$ cat config.mk
export PLATFORM = sky130hd
export DESIGN_NAME = ttw_front
export DESIGN_NICKNAME = d
export VERILOG_FILES = /design/src/hdl/text_terminal_writer_core_defines.svh /design/src/hdl/ttw_pkg.sv /design/src/hdl/ttw_front.sv
export SDC_FILE = /design/constraint.sdc
export NUM_CORES = 1
export LEC_CHECK = 0
export ABC_AREA = 1
export BUFFER_PORTS_ARGS = -buffer_cell sky130_fd_sc_hd__buf_4
export CAP_MARGIN = 20
export CORE_ASPECT_RATIO = 1.1
export CORE_MARGIN = 2
export CORE_UTILIZATION = 40
export CTS_CLUSTER_SIZE = 12
export DETAILED_ROUTE_END_ITERATION = 10
export GPL_TIMING_DRIVEN = 0
export HOLD_SLACK_MARGIN = 0.15
export MAX_ROUTING_LAYER = met4
export PLACE_DENSITY = 0.65
export SLEW_MARGIN = 15
export SYNTH_ARGS = -nofsm -noshare
export SYNTH_HDL_FRONTEND = slang
export SYNTH_SLANG_ARGS = --single-unit
$ cat constraint.sdc
create_clock -name clock -period 1.79 [get_ports clock]
set_input_delay 0.0895 -clock clock [delete_from_list [all_inputs] [get_ports clock]]
set_output_delay 0.0895 -clock clock [all_outputs]
set_load 0.02 [all_outputs]
$ cat src/hdl/text_terminal_writer_core_defines.svh
// ----------------------------------------------------------------------------
// text terminal writer assertion macros
// shared concurrent check forms for the terminal writer core
// ----------------------------------------------------------------------------
`ifndef TEXT_TERMINAL_WRITER_CORE_DEFINES_SVH
`define TEXT_TERMINAL_WRITER_CORE_DEFINES_SVH

// implication in the same cycle, switched off while in reset
`define TTW_ASSERT_SAME(lbl, clk, rst, ante, cons) \
   lbl: assert property (@(posedge clk) disable iff (rst) (ante) |-> (cons)) \
      else $error("terminal writer check failed");

// implication on the following cycle, switched off while in reset
`define TTW_ASSERT_NEXT(lbl, clk, rst, ante, cons) \
   lbl: assert property (@(posedge clk) disable iff (rst) (ante) |=> (cons)) \
      else $error("terminal writer check failed");

// implication on the following cycle, checked during reset as well
`define TTW_ASSERT_NEXT_ALWAYS(lbl, clk, ante, cons) \
   lbl: assert property (@(posedge clk) (ante) |=> (cons)) \
      else $error("terminal writer check failed");

`endif

$ cat src/hdl/ttw_pkg.sv
// ----------------------------------------------------------------------------
// ttw_pkg
// types and constants shared by the text terminal writer modules
// ----------------------------------------------------------------------------
package ttw_pkg;

   // screen geometry
   localparam int COLUMNS    = 80;
   localparam int ROWS       = 25;
   localparam int CELL_COUNT = COLUMNS * ROWS;
   localparam int MOVE_COUNT = COLUMNS * (ROWS - 2);

   localparam int ADDR_W = $clog2(CELL_COUNT);
   localparam int COL_W  = $clog2(COLUMNS);
   localparam int ROW_W  = $clog2(ROWS);

   // port field widths
   localparam int OP_W    = 2;
   localparam int CHAR_W  = 8;
   localparam int INDEX_W = 11;
   localparam int POS_W   = 11;
   localparam int COLOR_W = 8;
   localparam int CELL_W  = COLOR_W + CHAR_W;

   localparam logic [COLOR_W-1:0] COLOR_RESET  = 8'h07;
   localparam logic [CHAR_W-1:0]  NEWLINE_CODE = 8'h0A;
   localparam logic [CHAR_W-1:0]  SPACE_CODE   = 8'h20;

   // request op codes
   localparam logic [OP_W-1:0] OP_PUT   = 2'd0;
   localparam logic [OP_W-1:0] OP_CLEAR = 2'd1;
   localparam logic [OP_W-1:0] OP_READ  = 2'd2;

   // command queue between front and back
   localparam int CMDQ_DEPTH = 2;
   localparam int CMDQ_PTR_W = $clog2(CMDQ_DEPTH);
   localparam int CMDQ_CNT_W = $clog2(CMDQ_DEPTH + 1);

   // classified command kinds
   typedef enum logic [2:0] {
      CMD_WRITE   = 3'd0,
      CMD_NEWLINE = 3'd1,
      CMD_CLEAR   = 3'd2,
      CMD_READ    = 3'd3,
      CMD_NOP     = 3'd4
   } ttw_cmd_kind_type;

   typedef struct packed {
      ttw_cmd_kind_type    kind;
      logic [CHAR_W-1:0]   char_code;
      logic [ADDR_W-1:0]   addr;
   } ttw_cmd_type;

   typedef struct packed {
      logic        valid;
      ttw_cmd_type cmd;
   } ttw_cmd_link_type;

endpackage

$ cat src/hdl/ttw_front.sv
// ----------------------------------------------------------------------------
// ttw_front
// accepts requests, classifies them and holds them in a short command queue
// ----------------------------------------------------------------------------
module ttw_front (
   input  logic                          clock,
   input  logic                          reset,
   input  logic                          req_push,
   output logic                          req_full,
   input  logic [ttw_pkg::OP_W-1:0]      req_op,
   input  logic [ttw_pkg::CHAR_W-1:0]    req_char_code,
   input  logic [ttw_pkg::INDEX_W-1:0]   req_read_index,
   output ttw_pkg::ttw_cmd_link_type     cmd_link,
   input  logic                          cmd_take
);

   ttw_pkg::ttw_cmd_type                 q_ff [ttw_pkg::CMDQ_DEPTH];
   logic [ttw_pkg::CMDQ_PTR_W-1:0]       wr_ptr_ff, wr_ptr_in;
   logic [ttw_pkg::CMDQ_PTR_W-1:0]       rd_ptr_ff, rd_ptr_in;
   logic [ttw_pkg::CMDQ_CNT_W-1:0]       count_ff, count_in;
   ttw_pkg::ttw_cmd_type                 cmd_new;
   logic                                 push_ok;
   logic                                 pop_ok;

   // classify the incoming request
   always_comb begin
      cmd_new.kind      = ttw_pkg::CMD_NOP;
      cmd_new.char_code = req_char_code;
      cmd_new.addr      = ttw_pkg::ADDR_W'(req_read_index);
      unique case (req_op)
         ttw_pkg::OP_PUT: begin
            if (req_char_code == ttw_pkg::NEWLINE_CODE) begin
               cmd_new.kind = ttw_pkg::CMD_NEWLINE;
            end else begin
               cmd_new.kind = ttw_pkg::CMD_WRITE;
            end
         end
         ttw_pkg::OP_CLEAR: begin
            cmd_new.kind = ttw_pkg::CMD_CLEAR;
         end
         ttw_pkg::OP_READ: begin
            // out of range index reports no data
            if (32'(req_read_index) < ttw_pkg::CELL_COUNT) begin
               cmd_new.kind = ttw_pkg::CMD_READ;
            end
         end
         default: begin
            cmd_new.kind = ttw_pkg::CMD_NOP;
         end
      endcase
   end

   assign req_full = (count_ff == ttw_pkg::CMDQ_CNT_W'(ttw_pkg::CMDQ_DEPTH));
   assign push_ok  = req_push && !req_full;
   assign pop_ok   = cmd_take && cmd_link.valid;

   // queue pointers and fill count
   always_comb begin
      wr_ptr_in = wr_ptr_ff;
      rd_ptr_in = rd_ptr_ff;
      count_in  = count_ff;
      if (push_ok) begin
         wr_ptr_in = (32'(wr_ptr_ff) == ttw_pkg::CMDQ_DEPTH - 1) ? '0 : wr_ptr_ff + 1'b1;
      end
      if (pop_ok) begin
         rd_ptr_in = (32'(rd_ptr_ff) == ttw_pkg::CMDQ_DEPTH - 1) ? '0 : rd_ptr_ff + 1'b1;
      end
      if (push_ok && !pop_ok) begin
         count_in = count_ff + 1'b1;
      end else if (pop_ok && !push_ok) begin
         count_in = count_ff - 1'b1;
      end
   end

   always_ff @(posedge clock) begin
      if (reset) begin
         wr_ptr_ff <= '0;
         rd_ptr_ff <= '0;
         count_ff  <= '0;
      end else begin
         wr_ptr_ff <= wr_ptr_in;
         rd_ptr_ff <= rd_ptr_in;
         count_ff  <= count_in;
      end
   end

   // queue storage
   always_ff @(posedge clock) begin
      if (push_ok) begin
         q_ff[wr_ptr_ff] <= cmd_new;
      end
   end

   assign cmd_link.valid = (count_ff != '0);
   assign cmd_link.cmd   = q_ff[rd_ptr_ff];

endmodule

# ---- Word-level counts from Yosys, hierarchy flattened
# Memory sizes are Yosys's and may differ from the RTL's. A register that Yosys moved wholly into a read port is not among the register bits.
# Cells that the tools add are included.
dict set report word_totals {
  reg_bits 4
  ramBits 44
  input_bits 25
  output_inout_bits 24
  word_cells 34
  n_memories 1
}
dict set report op_classes {
  n_addsub 4
  n_lt_le_gt_ge 1
  eq_ne 4
  n_mux 11
  reduce_logical 10
}
# memory depth width rd rd_clocked_by_memory_dff wr line_no
set memory_table {}
lappend memory_table {q_ff 2 22 1 1 1 ttw_front.sv:17} ;# ttw_pkg::ttw_cmd_type q_ff [ttw_pkg::CMDQ_DEPTH];
# operator n
set op_table {}
lappend op_table {{11-bit < comparator, second input constant} 1}
lappend op_table {{3-bit case mux with 3 select lines} 1}
lappend op_table {{8-bit by 4-bit == test with 1-bit output, second input constant} 1}
lappend op_table {{1-bit 2-to-1 mux} 7}
lappend op_table {{2-bit == test, second input constant} 2}
lappend op_table {{1-bit logical AND} 4}
lappend op_table {{2-bit 2-to-1 mux} 2}
lappend op_table {{2-bit nonzero test} 2}
lappend op_table {{1-bit logical NOT} 3}
lappend op_table {{3-bit 2-to-1 mux} 1}
lappend op_table {{1-bit adder, second input constant} 2}
lappend op_table {{2-bit by 1-bit adder with 2-bit output, second input constant} 1}
lappend op_table {{2-bit by 1-bit == test with 1-bit output, second input constant} 1}
lappend op_table {{2-bit logical NOT} 1}
lappend op_table {{2-bit by 1-bit subtractor with 2-bit output, second input constant} 1}

# ---- Depth between registers and ports, before layout
# Gate-level depths: netlist (run 1).
dict set report logic_depth {
  word_depth 7
  ltp_mapped 10
}

# ---- Least setup slack after synthesis (run 1)
# No wires, ideal clock.
dict set report synth_timing {
  path_kind {reg2reg}
  from {register count_ff[1] (netlist bit)}
  to {memory q_ff[1][0] (netlist bit) (enable)}
  arrival_ns 1.418
  slack_ns -0.029
  stages_incl_launch_ff 4
  n_path_buf 0
  path_cell_list {dfxtp_1 inv_1 o21ai_2 nor2_1}
}
dict set report synth_between {
  elab_chain_cells 5
}
# item line_no
set synth_lines {}
lappend synth_lines {{start, declared} ttw_front.sv:20} ;# logic [ttw_pkg::CMDQ_CNT_W-1:0] count_ff, count_in;
lappend synth_lines {{start signal, assigned} ttw_front.sv:83} ;# count_ff <= count_in;
lappend synth_lines {{2-bit == test} ttw_front.sv:53} ;# assign req_full = (count_ff == ttw_pkg::CMDQ_CNT_W'(ttw_pkg::CMDQ_DEPTH));
lappend synth_lines {{1-bit logical NOT} ttw_front.sv:54} ;# assign push_ok = req_push && !req_full;
lappend synth_lines {{1-bit logical AND} ttw_front.sv:54}
lappend synth_lines {{1-bit 2-to-1 mux} ttw_front.sv:89} ;# if (push_ok) begin
lappend synth_lines {{1-bit 2-to-1 mux (implied by the code)} ttw_front.sv:90} ;# q_ff[wr_ptr_ff] <= cmd_new;
lappend synth_lines {{end, declared} ttw_front.sv:17}
# No other way between the ends.

==> results of run 1 <==
cell families (layout without fill, tap and decap cells):
group / after synthesis / count (layout) / synth area share, %
flip-flops: 49 / 49 / 71.31
AO/OA/AOI/OAI: 7 / 7 / 2.072
buffers and inverters: 12 / 93 / 3.013
AND/OR/NAND/NOR: 33 / 33 / 6.780
adder cells (fa/ha/maj): 1 / 1 / 0.6276
multiplexers: 22 / 22 / 16.20
through the flow:
stage | setup WS (ns) | std cells | util (%)
after floorplan | -0.02908 | 124 | -
after global placement | -0.5152 | 228 | 51.38
after detailed placement | 0.2914 | 230 | 52.65
after CTS | 0.2738 | 261 | 59.23
after global routing | 0.1823 | 261 | 59.23
final | 0.2651 | 261 | 59.23
metal layers:
layer | vias up | routed length (um)
li1 | 603 | -
met3 | 7 | 177
met1 | 596 | 1435
met5 | - | 0
met4 | 0 | 56
met2 | 32 | 2227
state kept, by name (all words and copies together) (netlist names), named ones only:
register   cells
q_ff          44
rd_ptr_ff      1
count_ff       2
wr_ptr_ff      1
critical path: cells and delay by family, from the launching register on:
kind,cells,cell delay (ns)
and+or+nand+nor,4,0.36
DFF,1,0.42
buffers and inverters,2,0.64
worst paths after layout:
| path | start | cells after the start | endpoint |
|---|---|---|---|
| worst max-delay path | count_ff[0] | 6 | flip-flop |
| worst min register to register | rd_ptr_ff | 2 | rd_ptr_ff |
| worst max register to register | count_ff[0] | 6 | flip-flop |
| worst min-delay path | req_push | 5 | wr_ptr_ff |
cells in the mapped netlist, drive strengths merged:
master and n:
dfxtp 5, edfxtp 44, nand3 3, o21ai 3, buf 2, ha 1, o21a 1, inv 10
nand2 14, nor2 13, a21oi 3, or2 1, nand4 2, mux2 22
where the power goes:
part           switching [uW]  total (uW)  internal [uW]
Clock                     325         602            278
Sequential               69.1        1520           1450
Combinational             642        1280            634
Total                    1040        3400           2360
cells in the final DEF, fill, tap and decap left out, types with 5 or more instances in the layout:
| cell | synthesis | layout |
|---|---|---|
| mux2_4 | 20 | 20 |
| dlygate4sd3_1 | 0 | 23 |
| buf_4 | 0 | 48 |
| clkbuf_8 | 0 | 5 |
| nand2_1 | 14 | 14 |
| nor2_1 | 13 | 11 |
| edfxtp_1 | 44 | 44 |
| dfxtp_1 | 5 | 5 |
| inv_1 | 9 | 9 |
cell type report:
class / count / area share (%)
sequential: 49 / 50.87
buffer: 2 / 0.8061
timing repair buffer: 73 / 23.11
tap: 56 / 2.508
clock buffer: 8 / 2.866
inverter: 10 / 1.343
multi-input combinational: 63 / 18.50
==> summary.md, run 1 <==
| Metric | Value |
|---|---|
| Status | complete, no violations |
| Post-DRT Antenna Nets | 0 |
| Fin crit period | 1.525 ns |
| Vias in the first global route | 1,283 |
| PD cells | 1216 mW/mm2 |
| Cell leakage power | 0.001144 uW |
| Via count | 1,238 |
| Cells after Synth | 124 |
| Area leader, netlist | edfxtp_1 |
| Die Wd | 71.31 um |
| Initial antenna violation count | 0 |
| Placed Area | 0.002484 mm2 |
| Register area share after synthesis | 71.31% |
| Filler cells | 372 |
| WS Path Type | flip-flop to flip-flop |
| DR pass1 iterations | 4 |
| Maxcap violations | 0 |
| Ant diodes | 0 |
| CP required | 1.97 ns |
| RePlAce Congestion | 0.6848 |
| Critical Path End Type | flip-flop |
| Crit share post-route | 85.19% |
| Critical Path, Cell by Cell | inv_2, nand2_1, nand3_1, nand2_1, nor2_1, dlygate4sd3_1 |
| Cell mode on critical path | nand2_1 |
| Slew Viols, Final | 0 |
| CP Data Arrival Time | 1.71 ns |
| Met2 Use GR | 28.33% |
| Least-Margin Pin Slew | 0.5279 ns |
| FF+latch count, synth | 49 |
| Slew HR | 64.77% |
| Clk sinks | 49 |
| Total die area | 0.005564 mm2 |
| Site Rows | 26 |
| CTS tree | done |
| CTS Buf Count | 5 |
| Mapped Area | 0.001993 mm2 |
| Area occupied by multi-input gates | 516.7 um2 |
| RSZ-0062 raised after global routing | false |
| Setup slack, reg-to-reg | 0.27 ns |
| Synth top area share | 66.29% |
| Global routing's busiest layer | met2 |
| Total GRT Usage | 14.96% |
| Startpoint Class | flip-flop |
| Nets | 230 |
| Hold_buf cts | 23 |
| Starting DRT DRC Count | 51 |
| Critical Path Max Stage Delay | 0.56 ns |
| Avg Cell Area, Syn | 16.07 um2 |
| Sequential cell area | 0.001421 mm2 |
| Setup Buffers After CTS | 0 |
| Num ports | 49 |
| Hold Path Class | primary input to flip-flop |
| Vias/cell | 4.743 |
| Setup Viol. Count Final | 0 |
| Max Freq | 655.8 MHz |
| Worst-path clk slew | 0.08 ns |
| Initial Utilization | 42.25% |
| Syn_nets | 150 |
| Layout cells sized above 1 | 40.98% |
| First-pass GRT wire length | 6016 um |
| Largest net degree at the start of global routing | 17 |
| Post-DP HPWL | 2606 um |
| Yosys cell types | 17 |
| CTS resizes | 0 |
| Top post-synthesis cells by area | edfxtp_1 (66%), mux2_4 (15%), dfxtp_1 (5.0%) |
| Hold WS | 0.2050 ns |
| Clock root cell | clkbuf_8 |
| Port Buffer Count | 48 |
| Max VDD drop | 787.6 uV |
| Chip height | 78.04 um |
| Grt ovf | 0 |
| Layout area overhead | 40.18% |
| Core Box Area | 0.004717 mm2 |
| Final Instance Area | 0.002794 mm2 |
| Overall routed net length | 3896 um |
| Insertion delay to the later sink of the worst-skew pair | 0.29 ns |
| Max Buffers Root-to-Sink | 2 |
| M1 GR Usage | 14.55% |
| Final Hold Fails | 0 |
| Clock skew | 0.003453 ns |
| Max stage delay cell, worst path | dlygate4sd3_1 |
| Design Power | 3398 uW |
| Max H-tree Level | 2 |
| CP Max Fanout | 4 |
| Setup TNS Final | 0 ns |
| Yosys warns | 0 |
| WL per Instance | 14.93 um |
| DRC violation count after routing | 0 |
| Global Route met3 Usage | 3.723% |
Power figures use the tool's default switching activity.
==> inputs of run 2 (changes only) <==
CORE_UTILIZATION = 47   (was 40)
PLACE_DENSITY = 0.74   (was 0.65)
==> summary.md, run 2 (same netlist as run 1, synthesis figures left out) <==
| Metric | Value |
|---|---|
| Status | complete, no violations |
| Final Hold Fails | 0 (unchanged) |
| Fin worst setup slack | 0.1933 ns (-0.07180 ns) |
| Largest net degree at the start of global routing | 16 (-1) |
| P_sw | 1039 uW (+0.24%) |
| P_int | 2504 uW (+6.0%) |
| Top delay family on crit path | simple AND/OR/NAND/NOR gates |
| Vias in the first global route | 1,272 (-0.86%) |
| CTS Buf Count | 5 (unchanged) |
| Placed cells | 226 (-1.7%) |
| Sequential share of power | 42.9% (-1.8 points) |
| Post-DP HPWL | 2467 um (-5.4%) |
| Most frequent cells in the layout | buf_4 (48), edfxtp_1 (44), dlygate4sd3_1 (22), mux2_4 (20), nand2_1 (14) |
| Initial antenna violation count | 0 (unchanged) |
| Cell Count, Final, Fillers Out | 256 (-1.9%) |
| Setup TNS Final | 0 ns (unchanged) |
| Grt ovf | 0 (unchanged) |
| Clock skew | 0.006114 ns (+0.002662 ns) |
| Critical Path Max Stage Delay | 0.50 ns (-0.06 ns) |
| Setup Viol. Count Final | 0 (unchanged) |
| Placed Area | 0.002450 mm2 (-1.4%) |
| First-pass GRT wire length | 5582 um (-7.2%) |
| Ant diodes | 0 (unchanged) |
| Starting DRT DRC Count | 40 (-22%) |
| WS Path Type | flip-flop to flip-flop |
| DRC violation count after routing | 0 (unchanged) |
| Insertion delay to the later sink of the worst-skew pair | 0.29 ns (about the same) |
| Overall routed net length | 3589 um (-7.9%) |
| CTS tree | done |
| RePlAce Congestion | 0.6825 (-0.34%) |
| Place WS | 0.1589 ns (-0.1325 ns) |
| Total GRT Usage | 16.56% (+1.6 points) |
| Port Buffer Count | 48 (unchanged) |
| Post-DRT Antenna Nets | 0 (unchanged) |
| Share of power burned in the clock network | 22.1% (+4.4 points) |
| RSZ-0062 raised after global routing | false |
| Slew HR | 57.84% (-6.9 points) |
| Critical path origin | count_ff[1] |
| Fin crit period | 1.597 ns (+0.07180 ns) |
| Worst hold start | req_push |
| Least-Margin Pin Slew | 0.6318 ns (+0.1038 ns) |
| Layout area overhead | 39.80% |
| Reg2reg start | count_ff[1] |
| CP required | 1.80 ns (-0.17 ns) |
| Clock root cell | clkbuf_8 |
| Via count | 1,228 (-0.81%) |
| Critical Path, Cell by Cell | inv_1, o21ai_2, nor2_2, buf_6 |
| Setup slack, reg-to-reg | 0.19 ns (-0.07 ns) |
| Slew Viols, Final | 0 (unchanged) |
| Critical Path End Type | flip-flop |
| CTS resizes | 0 (unchanged) |
| Biggest registers after layout | q_ff: 44 flops, count_ff: 2 flops |
| Hold Path End | wr_ptr_ff |
| Initial Utilization | 49.53% (+7.3 points) |
| Max Freq | 626.3 MHz (-4.5%) |
| WHS Path Cells | 4 (-1) |
| Setup Buffers After CTS | 0 (unchanged) |
| Site Rows | 24 (-7.7%) |
| WL per Instance | 14.02 um (-6.1%) |
| Worst-path clk slew | 0.08 ns (about the same) |
| Nets | 229 (-0.43%) |
| Die Wd | 66.09 um (-7.3%) |
| Switching share of power | 29.32% (-1.2 points) |
| Startpoint Class | flip-flop |
| Num ports | 49 (unchanged) |
| Worst path bufs/invs | 2 (unchanged) |
| Clk sinks | 49 (unchanged) |
| Max stage delay cell, worst path | nor2_2 |
| Max Buffers Root-to-Sink | 2 (unchanged) |
| Vias/cell | 4.797 (+1.1%) |
| Most flops, register | q_ff |
| CP Max Fanout | 12 (+8) |
| Terminus of the critical flop-to-flop path | q_ff[1][14] |
| Crit share post-route | 89.20% (+4.0 points) |
| Layout cells sized above 1 | 42.16% (+1.2 points) |
| Max VDD drop | 820.6 uV (+4.2%) |
| Max H-tree Level | 2 (unchanged) |
| DR pass1 iterations | 4 (unchanged) |
| Final Instance Area | 0.002786 mm2 (-0.27%) |
| Hold Path Class | primary input to flip-flop |
| Cell leakage power | 0.001146 uW (+0.22%) |
| Worst-case reg-to-reg path depth | 4 (-2) |
| Total die area | 0.004778 mm2 (-14%) |
| Part of the power in combinational logic | 35.0% (-2.6 points) |
| CP Data Arrival Time | 1.60 ns (-0.11 ns) |
| PD cells | 1271 mW/mm2 (+4.5%) |
| Max reg flops | 44 (unchanged) |
| Commonest non-fill, non-tap cell in the layout | buf_4 |
| Maxcap violations | 0 (unchanged) |
| Core Box Area | 0.004024 mm2 (-15%) |
| Chip height | 72.30 um (-7.3%) |
==> run 2: cell types whose count changed in the layout (fill, tap and decap cells not counted) <==
cell	before	now
buf_16	2	0
clkbuf_1	3	1
buf_6	2	3
buf_8	0	1
bufinv_16	0	1
clkbuf_8	5	6
dlygate4sd3_1	23	22
==> run 2: worst max path at each step <==
stage,endpoint,slack [ns],depth (start not counted)
2_1_floorplan,q_ff[1][0],-0.03,3
3_3_place_gp,q_ff[1][14],-0.53,3
3_5_place_dp,q_ff[1][17],0.16,4
4_1_cts,q_ff[1][14],0.17,4
5_1_grt,q_ff[1][14],0.03,4
6_report,q_ff[1][14],0.19,4
==> run 2: layout make-up <==
type	count	area (um2)
flip-flops and latches	49	1421
clock buffers	7	86.33
clock inverters	1	30.03
well taps	52	65.06
repair buffers	72	606.8
inverters	10	37.54
fillers	295	1237
multi-input cells	63	516.7
plain buffers	2	22.52
==> run 2: metal layers <==
layer | track usage, % | wire length, um | vias up
met5 | - | 0 | -
met4 | 8.390 | 86 | 0
met3 | 3.101 | 200 | 8
met2 | 29.11 | 1997 | 45
met1 | 17.62 | 1305 | 574
li1 | - | - | 601
==> run 2: power groups by stage <==
stage	logic, uW	clock network, uW	registers [uW]
2_1_floorplan	773	0	1530
3_3_place_gp	1130	0	1540
3_5_place_dp	1210	0	1550
4_1_cts	1250	799	1520
5_1_grt	1330	840	1540
6_report	1240	782	1520
==> run 2: through the flow <==
stage	total power, uW	hold WS (ns)	utilization (%)
floorplan	2302	0.1884	-
global placement	2673	0.2758	60.11
detailed placement	2754	0.2810	60.88
CTS	3569	0.1813	69.25
global route	3707	0.2080	69.25
finish	3543	0.1928	69.25
==> run 2: worst reg2reg max path: cells and delay by family, from the launching register on <==
| kind | cells | cell delay (ns) |
|---|---|---|
| and+or+nand+nor | 1 | 0.50 |
| buffers and inverters | 2 | 0.38 |
| DFF | 1 | 0.32 |
| AOI/OAI and AO/OA | 1 | 0.10 |
==> run 2: timing repair <==
| action | 4_1_cts | 5_1_grt |
|---|---|---|
| endpoints found under the setup margin | 0 | 0 |
| endpoints found under the hold margin | 45 | 0 |
| hold buffers | 22 | 0 |
==> inputs of run 3 (changes only) <==
REMOVE_ABC_BUFFERS = 1   (was default)
SKIP_LAST_GASP = 1   (was default)
==> summary.md, run 3 (same netlist as run 1, synthesis figures left out) <==
| Metric | Value |
|---|---|
| Status | complete, no violations |
| CP Data Arrival Time | 1.64 ns (+0.04 ns) |
| Post-DRT Antenna Nets | 0 (unchanged) |
| Total GRT Usage | 16.63% (+0.068 points) |
| Layout area overhead | 38.54% |
| Fin worst setup slack | 0.1507 ns (-0.04261 ns) |
| Slew Viols, Final | 0 (unchanged) |
| CTS Buf Count | 5 (unchanged) |
| Crit share post-route | 91.58% (+2.4 points) |
| Top delay family on crit path | simple AND/OR/NAND/NOR gates |
| Clock root cell | clkbuf_8 |
| Post-DP HPWL | 2589 um (+4.9%) |
| Initial Utilization | 49.53% (unchanged) |
| Vias in the first global route | 1,221 (-4.0%) |
| Filler cells | 295 (unchanged) |
| Cell Count, Final, Fillers Out | 254 (-0.78%) |
| Biggest registers after layout | q_ff: 44 flops, count_ff: 2 flops |
| Maxcap violations | 0 (unchanged) |
| Worst hold start | req_push |
| Die Wd | 66.09 um (unchanged) |
| Starting DRT DRC Count | 39 (-2.5%) |
| Num ports | 49 (unchanged) |
| Layout cells sized above 1 | 42.08% (-0.078 points) |
| Most flops, register | q_ff |
| Max reg flops | 44 (unchanged) |
| Most frequent cells in the layout | buf_4 (48), edfxtp_1 (44), dlygate4sd3_1 (23), mux2_4 (20), nand2_1 (14) |
| Clock skew | 0.001916 ns (-0.004199 ns) |
| Slew HR | 51.95% (-5.9 points) |
| Ant diodes | 0 (unchanged) |
| Grt ovf | 0 (unchanged) |
| Largest net degree at the start of global routing | 23 (+7) |
| Worst-path clk slew | 0.08 ns (about the same) |
| Hold Path End | wr_ptr_ff |
| Chip height | 72.30 um (unchanged) |
| Max VDD drop | 897.3 uV (+9.3%) |
| Site Rows | 24 (unchanged) |
| Placed cells | 224 (-0.88%) |
| Critical Path End Type | flip-flop |
| Total die area | 0.004778 mm2 (unchanged) |
| Final Hold Fails | 0 (unchanged) |
| DR pass1 iterations | 4 (unchanged) |
| Startpoint Class | flip-flop |
| CP required | 1.80 ns (about the same) |
| RePlAce Congestion | 0.7050 (+3.3%) |
| Least-Margin Pin Slew | 0.7199 ns (+0.08818 ns) |
| Terminus of the critical flop-to-flop path | q_ff[0][7] |
| Setup slack, reg-to-reg | 0.15 ns (-0.04 ns) |
| Max Freq | 610.0 MHz (-2.6%) |
| Critical Path Max Stage Delay | 0.57 ns (+0.07 ns) |
| Overall routed net length | 3586 um (about the same) |
| Vias/cell | 4.787 (-0.20%) |
| Worst-case reg-to-reg path depth | 4 (unchanged) |
| Nets | 228 (-0.44%) |
| Max Buffers Root-to-Sink | 2 (unchanged) |
| DRC violation count after routing | 0 (unchanged) |
| Cell leakage power | 0.001135 uW (-0.98%) |
| PD cells | 1252 mW/mm2 (-1.5%) |
| Commonest non-fill, non-tap cell in the layout | buf_4 |
| Via count | 1,216 (-0.98%) |
| CTS tree | done |
| Insertion delay to the later sink of the worst-skew pair | 0.29 ns (about the same) |
| WS Path Type | flip-flop to flip-flop |
| Clk sinks | 49 (unchanged) |
| WHS Path Cells | 4 (unchanged) |
| Core Box Area | 0.004024 mm2 (unchanged) |
| First-pass GRT wire length | 5575 um (-0.13%) |
| RSZ-0062 raised after global routing | false |
| Initial antenna violation count | 0 (unchanged) |
| Max H-tree Level | 2 (unchanged) |
| Reg2reg start | count_ff[1] |
| Place WS | 0.1514 ns (-0.007522 ns) |
| Critical Path, Cell by Cell | inv_1, o21ai_2, nor2_2, buf_6 |
| CP Max Fanout | 13 (+1) |
| Hold Path Class | primary input to flip-flop |
| WL per Instance | 14.12 um (+0.70%) |
| Hold WS | 0.1926 ns (-0.0001900 ns) |
| Max stage delay cell, worst path | nor2_2 |
| Setup Viol. Count Final | 0 (unchanged) |
| Port Buffer Count | 48 (unchanged) |
| Fin crit period | 1.639 ns (+0.04261 ns) |
| Worst path bufs/invs | 2 (unchanged) |
| Setup Buffers After CTS | 0 (unchanged) |
-- run 3: changes by cell type in the layout (fill, tap and decap cells not counted), sizes merged --
cell	before	now
dlygate4sd3	22	23
clkinv	0	1
buf	52	50
clkbuf	7	5
-- run 3: worst max-delay path by stage --
| stage | start | endpoint | cells after the start |
|---|---|---|---|
| final | count_ff[1] | q_ff[0][7] | 4 |
| after global routing | count_ff[1] | q_ff[0][8] | 4 |
| after CTS | flip-flop | cmd_link[11] | 2 |
| after detailed placement | count_ff[1] | q_ff[0][0] | 4 |
| after global placement | count_ff[1] | q_ff[1][4] | 3 |
| after floorplan | count_ff[1] | q_ff[1][0] | 3 |
-- run 3: cell type report --
type | count | area, um2 | area share (%)
flip-flops and latches | 49 | 1425 | 51.61
clock buffers | 5 | 68.82 | 2.492
repair buffers | 73 | 613.1 | 22.20
inverters | 10 | 37.54 | 1.359
multi-input cells | 63 | 516.7 | 18.71
clock inverters | 2 | 35.03 | 1.269
well taps | 52 | 65.06 | 2.356
-- run 3: worst reg2reg max path, cell delays in order, from the launching register on --
cell and delay [ns]:
dfxtp_1 0.32, inv_1 0.11, o21ai_2 0.10, nor2_2 0.57, buf_6 0.25
-- run 3: what timing repair did --
item / CTS / global route
hold buffers: 23 / 0
hold endpoints to repair: 45 / 0
gates resized for setup: 0 / 1
endpoints found under the setup margin: 0 / 2
-- run 3: per-layer routing --
metal | global-route usage (%) | share of wire (%) | routed length [um] | vias to the layer above
met2 | 31.22 | 56 | 2024 | 38
li1 | - | - | - | 598
met5 | - | 0 | 0 | -
met4 | 5.442 | 1.3 | 46 | 0
met1 | 16.45 | 37 | 1310 | 574
met3 | 4.186 | 5.7 | 204 | 6
-- run 3: where the power goes --
group	total [uW]	internal (uW)	leakage [uW]	switching [uW]
Sequential	1580	1460	0.000454	130
Clock	728	406	0.0000540	323
Combinational	1140	579	0.000628	565
-- run 3: stage by stage --
stage	power [uW]	setup TNS, ns	utilization (%)	instance area (um2)
6_report	3457	0	68.63	2761
5_1_grt	3611	0	68.63	2761
4_1_cts	3485	0	68.56	2759
3_5_place_dp	2714	0	60.26	2425
3_3_place_gp	2652	-22.29	59.55	2396
2_1_floorplan	2281	-1.278	-	1971
